==> config.mk <==
export PLATFORM = sky130hd
export DESIGN_NAME = fcs_ctrl
export DESIGN_NICKNAME = d
export VERILOG_FILES = /design/src/hdl/fcs_pkg.sv /design/src/hdl/fcs_ctrl.sv
export VERILOG_INCLUDE_DIRS = /design/src /design/src/hdl
export SDC_FILE = /design/constraint.sdc
export NUM_CORES = 1
export LEC_CHECK = 0
export ABC_AREA = 1
export BUFFER_PORTS_ARGS = -buffer_cell sky130_fd_sc_hd__buf_4
export CAP_MARGIN = 20
export CORE_AREA = 2 2 39 41
export CTS_CLUSTER_DIAMETER = 80
export DETAILED_ROUTE_END_ITERATION = 10
export DIE_AREA = 0 0 41 43
export SYNTH_ARGS = -nofsm -noshare
export SYNTH_HDL_FRONTEND = slang
export SYNTH_SLANG_ARGS = --single-unit
==> constraint.sdc <==
create_clock -name i_clk -period 1.3 [get_ports i_clk]
set_input_delay 0.065 -clock i_clk [delete_from_list [all_inputs] [get_ports i_clk]]
set_output_delay 0.065 -clock i_clk [all_outputs]
set_load 0.01 [all_outputs]
==> src/hdl/frame_context_splicer_assert.svh <==
// Assertion macros used by the splicer sequencer.
`ifndef FRAME_CONTEXT_SPLICER_ASSERT_SVH
`define FRAME_CONTEXT_SPLICER_ASSERT_SVH

// Clocked check, masked while reset is held.
`define FCS_ASSERT(lbl, prop, msg) \
    lbl: assert property (@(posedge i_clk) disable iff (!i_rst_n) prop) else $error(msg);

// Clocked check that also runs through reset.
`define FCS_ASSERT_NR(lbl, prop, msg) \
    lbl: assert property (@(posedge i_clk) prop) else $error(msg);

`endif

==> src/hdl/fcs_pkg.sv <==
// Shared types, constants and register codes of the frame context splicer.
package fcs_pkg;

    localparam int MAX_HALF_WIDTH_DEF = 15;
    localparam int MAX_FEAT_DEF       = 64;

    localparam int CFG_IDX_W  = 4;
    localparam int CFG_DATA_W = 11;

    localparam logic [CFG_IDX_W-1:0] REG_HALF_WIDTH   = 4'd0;
    localparam logic [CFG_IDX_W-1:0] REG_FEAT_SIZE    = 4'd1;
    localparam logic [CFG_IDX_W-1:0] REG_DECIM_PERIOD = 4'd2;
    localparam logic [CFG_IDX_W-1:0] REG_BATCH_ROWS   = 4'd3;

    localparam logic [3:0]  RST_HALF_WIDTH   = 4'd5;
    localparam logic [6:0]  RST_FEAT_SIZE    = 7'd40;
    localparam logic [7:0]  RST_DECIM_PERIOD = 8'd0;
    localparam logic [10:0] RST_BATCH_ROWS   = 11'd16;

    localparam logic REQ_DATA  = 1'b0;
    localparam logic REQ_DRAIN = 1'b1;

    typedef struct packed {
        logic        req_type;
        logic [31:0] value;
    } t_in;

    typedef struct packed {
        logic [31:0] value_res;
        logic        row_last;
        logic        batch_last;
        logic        stream_done;
    } t_out;

    typedef enum logic [1:0] {
        S_IDLE,
        S_RD,
        S_LD,
        S_OUT
    } t_state;

    typedef struct packed {
        logic accept;
        logic rd;
        logic load;
        logic step;
    } t_cmd;

    typedef struct packed {
        logic emit;
        logic done;
        logic fin;
        logic busy;
    } t_stat;

endpackage

==> src/hdl/fcs_ctrl.sv <==
// Sequencer: accepts an item, then reads and presents each context word, or presents the drain-ending beat directly.
`include "frame_context_splicer_assert.svh"
module fcs_ctrl (
    input  logic          i_clk,
    input  logic          i_rst_n,
    input  logic          i_in_valid,
    output logic          o_in_ready,
    output logic          o_out_valid,
    input  logic          i_out_ready,
    input  fcs_pkg::t_stat i_stat,
    output fcs_pkg::t_cmd  o_cmd
);
    fcs_pkg::t_state r_state, n_state;

    always_ff @(posedge i_clk) begin
        if (!i_rst_n) begin
            r_state <= fcs_pkg::S_IDLE;
        end else begin
            r_state <= n_state;
        end
    end

    always_comb begin
        n_state     = r_state;
        o_cmd       = '0;
        o_in_ready  = 1'b0;
        o_out_valid = 1'b0;
        unique case (r_state)
            fcs_pkg::S_IDLE: begin
                o_in_ready = !i_stat.busy;
                if (i_in_valid && !i_stat.busy) begin
                    o_cmd.accept = 1'b1;
                    if (i_stat.emit) begin
                        n_state = fcs_pkg::S_RD;
                    end else if (i_stat.done) begin
                        n_state = fcs_pkg::S_OUT;
                    end
                end
            end
            fcs_pkg::S_RD: begin
                o_cmd.rd = 1'b1;
                n_state  = fcs_pkg::S_LD;
            end
            fcs_pkg::S_LD: begin
                o_cmd.load = 1'b1;
                n_state    = fcs_pkg::S_OUT;
            end
            fcs_pkg::S_OUT: begin
                o_out_valid = 1'b1;
                if (i_out_ready) begin
                    if (i_stat.fin) begin
                        n_state = fcs_pkg::S_IDLE;
                    end else begin
                        o_cmd.step = 1'b1;
                        n_state    = fcs_pkg::S_RD;
                    end
                end
            end
            default: n_state = fcs_pkg::S_IDLE;
        endcase
    end

    `FCS_ASSERT(a_rd_then_ld, (r_state == fcs_pkg::S_RD) |=> (r_state == fcs_pkg::S_LD), "read not followed by load")
    `FCS_ASSERT(a_done_direct, (o_cmd.accept && !i_stat.emit && i_stat.done) |=> (r_state == fcs_pkg::S_OUT), "done beat not presented")
    `FCS_ASSERT(a_fin_idle, (o_out_valid && i_out_ready && i_stat.fin) |=> (r_state == fcs_pkg::S_IDLE), "window end did not return to idle")
    `FCS_ASSERT_NR(a_reset_idle, (!i_rst_n) |=> (r_state == fcs_pkg::S_IDLE), "reset did not idle sequencer")
endmodule

==> metrics.yaml, run 1 <==
grt:
  grt_max_degree: 7
  antenna_found_initial: 0
  overflow: 0
  grt_pass1_vias: 220
  track_usage_pct: 7.31
  grt_first_pass_wirelength_um: 779
hold_path:
  holdPathEnd: "r_state[0]$_SDFFE_PN0P_"
  hold_depth: 3
  min_from: "i_rst_n"
  min_path_type: "input pin to flip-flop"
detailed_routing:
  ant_nets: 0
  avgRoutedWirePerCell_um: 7.32
  vias_per_cell: 3.68
  drc: 0
  num_vias: 250
  routed_wl_um: 498
  drt_iter0_markers: 2
  dr.pass1.iters: 2
sta:
  fin_skew_ns: 0.00413
  finalCriticalPeriod_ns: 1.19
  final.setup.tns_ns: 0
  tightest_slew_ns: 0.157
  rsz0062_at_grt: "no"
  finalCritPeriodShare_pct: 91.7
  hold_viol_final: 0
  maxSlewHeadroom_pct: 89.5
  slew_violations: 0
  fmax_mhz: 838
  setup_viol: 0
final_layout:
  postLayoutCoreUtil_pct: 26.7
  largest_register: "r_state"
  fin_area_um2: 369
  largest_register_ffs: 2
  nets: 67
  reg.largest.list: "r_state x2"
  num_antenna_cells: 0
  drive_above_1_share_pct: 42.3
  nFillCells: 165
  area_growth_pct: 63.0
logic_synthesis:
  yosys.area_share.simple_pct: 36.5
  yosysTopAreaCell: "ha_1"
  synthCells: 36
  synthAdderAreaFrac_pct: 27.6
  synth_edf_count: 0
  syn_area_um2: 226
  synth_top_area_share_pct: 27.6
  ys.flop_type: "dfxtp_1"
  ys.warnings.count: 0
  avgSynthCellArea_um2: 6.29
  synth_compound_area_share_pct: 6.63
  seq_area_frac_synth_pct: 17.7
  synth_common_cells: "8 x nand2_1, 8 x nor2_1, 6 x inv_1, 5 x ha_1"
  synth.distinct_cells: 10
  ys_seq_elements: 2
  synth.area.top_cells: "ha_1 28%, dfxtp_1 18%, nand2_1 13%, nor2_1 13%, inv_1 9.9%"
  synth_nets: 49
  synthXorXnorAreaFrac_pct: 0
  synthMuxAreaShare_pct: 0
  synth_top_family_by_area: "simple AND/OR/NAND/NOR gates"
  synthArstFlopShare_pct: 0
placement:
  dp.final_hpwl_um: 404
  place_congestion: 0.670
  dpl_cell_area_um2: 344
  port_buffers: 13
die:
  fp.dieArea_um2: 1760
  core_um2: 1380
  die_h_um: 43
  rows: 14
  ios: 14
  die_w_um: 41
  initial_core_util_pct: 16.4
power:
  p_per_area_nw_per_um2: 1900
  leakage_nw: 0.216
  p_total_mw: 0.703
  peakVddDrop_uv: 346
setup_path:
  cp.required_ns: 1.24
  endpoint_kind: "output pin"
  r2r-start: "r_state[1]$_SDFFE_PN0P_"
  path_class: "flip-flop to output pin"
  crit_arrival_ns: 1.13
  r2r_slack_ns: 0.17
  r2r-end: "r_state[0]$_SDFFE_PN0P_"
  crit_path_start_kind: "flip-flop"
  r2r_cells: 6
  critPathMaxFanout: 6
clocking:
  cts_root_buffer: "clkbuf_4"
  clk_latency_ns: 0.23
  cts.sinks: 2
  cts_buffers: 3
  ctsHtreeMaxLevel: 1
  tritoncts: "built"
  path_clk_slew_ns: 0.03
  post_cts_buffers: 0
  clockBufferDepth: 2
status:
  status: "finished, final reports clean"
job:
  maxCapViolCount: 0
[final cells by class]
class	count	area [um2]	share of cell area, %
repair buffers	13	97.6	26.4
flip-flops and latches	2	40.0	10.8
well taps	16	20.0	5.42
multi-input cells	27	163	44.1
clock buffers	3	22.5	6.10
inverters	7	26.3	7.12
[stage by stage]
| stage | setup slack, ns | hold slack, ns | std cells |
|---|---|---|---|
| final | 0.107 | 0.0689 | 68 |
| after global routing | 0.0102 | 0.0841 | 68 |
| after CTS | 0.0300 | 0.0615 | 68 |
| after detailed placement | 0.109 | 0.301 | 65 |
| after global placement | 0.112 | 0.296 | 65 |
| after floorplan | 0.233 | 0.178 | 36 |
[how the worst max path moves through the flow]
stage | from | cells past startpoint | slack [ns] | to
floorplan | r_state[1]$_SDFFE_PN0P_ | 6 | 0.23 | r_state[0]$_SDFFE_PN0P_
global placement | r_state[1]$_SDFFE_PN0P_ | 6 | 0.11 | r_state[0]$_SDFFE_PN0P_
detailed placement | r_state[1]$_SDFFE_PN0P_ | 6 | 0.11 | r_state[0]$_SDFFE_PN0P_
CTS | r_state[1]$_SDFFE_PN0P_ | 5 | 0.03 | o_cmd[3]
global route | r_state[1]$_SDFFE_PN0P_ | 4 | 0.01 | o_cmd[0]
finish | r_state[0]$_SDFFE_PN0P_ | 5 | 0.11 | o_cmd[3]
[cell usage in the layout (no fill, tap or decap), drive strengths merged]
master	instances
a21oi	1
buf	13
dfxtp	2
o21ai	2
inv	7
clkbuf	3
ha	5
nand3	1
nand2	10
nor2	8
[critical path, stage by stage (launching register included)]
cell and delay (ns):
dfxtp_1 0.32, inv_2 0.11, ha_2 0.20, inv_1 0.05, nor2_1 0.10, buf_4 0.12
[timing repair]
action,CTS,global route
gates resized for setup,0,2
hold buffers,0,0
endpoints found under the setup margin,0,3
[power by group]
| part | leakage [nW] | total (mW) | switching [mW] | internal (mW) |
|---|---|---|---|---|
| clock | 0.0138 | 0.141 | 0.0391 | 0.102 |
| combinational | 0.186 | 0.439 | 0.239 | 0.200 |
| sequential | 0.0166 | 0.123 | 0.0310 | 0.0916 |
[routing by layer]
metal	track usage (%)	part of all wire [%]	up-vias	wire [um]
met5	0	0	-	0
met1	6.07	38	100	191
met2	10.3	49	10	244
met4	8.00	0	0	0
met3	4.71	12	0	62
li1	-	-	140	-
[logic make-up (layout without fill, tap and decap cells)]
| kind of cell | count (synthesis) | after routing |
|---|---|---|
| AOI/OAI and AO/OA | 3 | 3 |
| buffers and inverters | 7 | 23 |
| DFF | 2 | 2 |
| adders and majority gates | 5 | 5 |
| and+or+nand+nor | 19 | 19 |
Note: power is estimated with default switching activity, not from simulation.
==> inputs of run 2 (changes only) <==
- HOLD_SLACK_MARGIN: unset -> 0.05
- PLACE_DENSITY_LB_ADDON: unset -> 0.12
==> metrics.yaml, run 2 (synthesis results as in run 1) <==
final_layout:
  layout_commonest_cell: "buf_4"
  largest_register: "r_state"
  drive_above_1_share_pct: 42.3  # unchanged
  postLayoutCoreUtil_pct: 26.7  # unchanged
  fin_area_um2: 369  # unchanged
  area_growth_pct: 63.0  # unchanged
  mostFrequentLayoutCells: "13 x buf_4, 8 x nand2_1, 8 x nor2_1, 5 x inv_1, 4 x ha_1"
  nets: 67  # unchanged
  fin_cells: 68  # unchanged
  reg.largest.list: "r_state x2"
  largest_register_ffs: 2  # unchanged
  num_antenna_cells: 0  # unchanged
clocking:
  cts_resized: 0  # unchanged
  post_cts_buffers: 0  # unchanged
  cts_root_buffer: "clkbuf_4"
  path_clk_slew_ns: 0.03  # about the same
  clk_latency_ns: 0.22  # about the same
  ctsHtreeMaxLevel: 1  # unchanged
  ctsHoldBuffers: 0  # unchanged
  tritoncts: "built"
  cts_buffers: 3  # unchanged
  clockBufferDepth: 2  # unchanged
  cts.sinks: 2  # unchanged
power:
  p_per_area_nw_per_um2: 1900  # -0.34%
  peakVddDrop_uv: 440  # +27%
  p_total_mw: 0.700  # -0.34%
  leakage_nw: 0.216  # unchanged
sta:
  finalCritPeriodShare_pct: 92.1  # +0.32 points
  hold_viol_final: 0  # unchanged
  setup_viol: 0  # unchanged
  fmax_mhz: 836  # -0.34%
  maxSlewHeadroom_pct: 90.2  # +0.71 points
  rsz0062_at_grt: "no"
  slew_violations: 0  # unchanged
  finalCriticalPeriod_ns: 1.20  # +0.00412 ns
  final.setup.tns_ns: 0  # unchanged
  fin_skew_ns: 0.000670  # -0.00346 ns
  tightest_slew_ns: 0.145  # -0.0120 ns
die:
  ios: 14  # unchanged
  die_h_um: 43  # unchanged
  rows: 14  # unchanged
  fp.dieArea_um2: 1760  # unchanged
  die_w_um: 41  # unchanged
  core_um2: 1380  # unchanged
  initial_core_util_pct: 16.4  # unchanged
grt:
  track_usage_pct: 6.71  # -0.61 points
  antenna_found_initial: 0  # unchanged
  grt_max_degree: 7  # unchanged
  overflow: 0  # unchanged
  grt_pass1_vias: 220  # unchanged
  grt_first_pass_wirelength_um: 752  # -3.5%
detailed_routing:
  ant_nets: 0  # unchanged
  drc: 0  # unchanged
  vias_per_cell: 3.62  # -1.6%
  routed_wl_um: 497  # -0.20%
  avgRoutedWirePerCell_um: 7.31  # -0.20%
  met2_length_um: 229  # -6.1%
  top_layer: "met3"
  num_vias: 246  # -1.6%
  wl_met1_um: 209  # +9.4%
  wl_met3_um: 58  # -6.5%
  drt_iter0_markers: 1  # -1
  dr.pass1.iters: 2  # unchanged
status:
  status: "finished, final reports clean"
setup_path:
  cp.required_ns: 1.24  # about the same
  slowest_delay_ns: 0.32  # about the same
  endpoint_kind: "output pin"
  path_delay_family: "flip-flops"
  crit_arrival_ns: 1.13  # about the same
  crit_path_start_kind: "flip-flop"
  crit_chain: "inv_2 -> ha_2 -> inv_1 -> nor2_1 -> buf_4"
  critical-path-slowest-cell: "dfxtp_1"
  worst-path-buf-inv: 3  # unchanged
  path_class: "flip-flop to output pin"
  critPathMaxFanout: 6  # unchanged
job:
  maxCapViolCount: 0  # unchanged
hold_path:
  min_path_type: "input pin to flip-flop"
placement:
  port_buffers: 13  # unchanged
  place_congestion: 0.679  # +1.3%
  dp.cells: 65  # unchanged
  dpl_cell_area_um2: 344  # unchanged
  dp.final_hpwl_um: 409  # +1.2%
## run 2: cell counts in the layout (fill, tap and decap cells not counted)
Identical to the previous run, type by type.
## run 2: final timing paths
path | start | endpoint | slack (ns) | depth (start not counted)
setup / recovery | r_state[0]$_SDFFE_PN0P_ | o_cmd[3] | 0.10 | 5
hold / removal | i_rst_n | r_state[0]$_SDFFE_PN0P_ | 0.08 | 3
setup reg to reg | r_state[0]$_SDFFE_PN0P_ | r_state[1]$_SDFFE_PN0P_ | 0.18 | 6
hold reg to reg | r_state[1]$_SDFFE_PN0P_ | r_state[1]$_SDFFE_PN0P_ | 0.61 | 4
## run 2: per-layer routing
layer / GRT usage, % / vias to the layer above
met1: 7.64 / 95
met3: 1.57 / 0
met4: 8.00 / 0
li1: - / 141
met5: 0 / -
met2: 8.75 / 10
## run 2: cell type report
class                           count  area, um2
Inverter                            7       26.3
Sequential cell                     2       40.0
Fill cell                         171       1010
Clock buffer                        3       22.5
Multi-Input combinational cell     27        163
Tap cell                           16       20.0
Timing Repair Buffer               13       97.6
## run 2: per-stage QoR
step	setup WS, ns	hold WS [ns]
after detailed placement	0.124	0.310
after floorplan	0.233	0.178
after global placement	0.0772	0.308
final	0.103	0.0762
after CTS	0.0213	0.0724
after global routing	0.0105	0.101
## run 2: worst register-to-register path, cell delays in order, from the launching register on
cell	delay [ns]
dfxtp_1	0.36
inv_2	0.08
ha_2	0.21
nand2_1	0.08
nand3_2	0.11
nor2_1	0.12
nor2_1	0.06
## run 2: report_power, final
part           internal, mW  switching [mW]
Combinational         0.200           0.242
Clock                 0.102          0.0345
Sequential           0.0917          0.0301
Total                 0.394           0.307
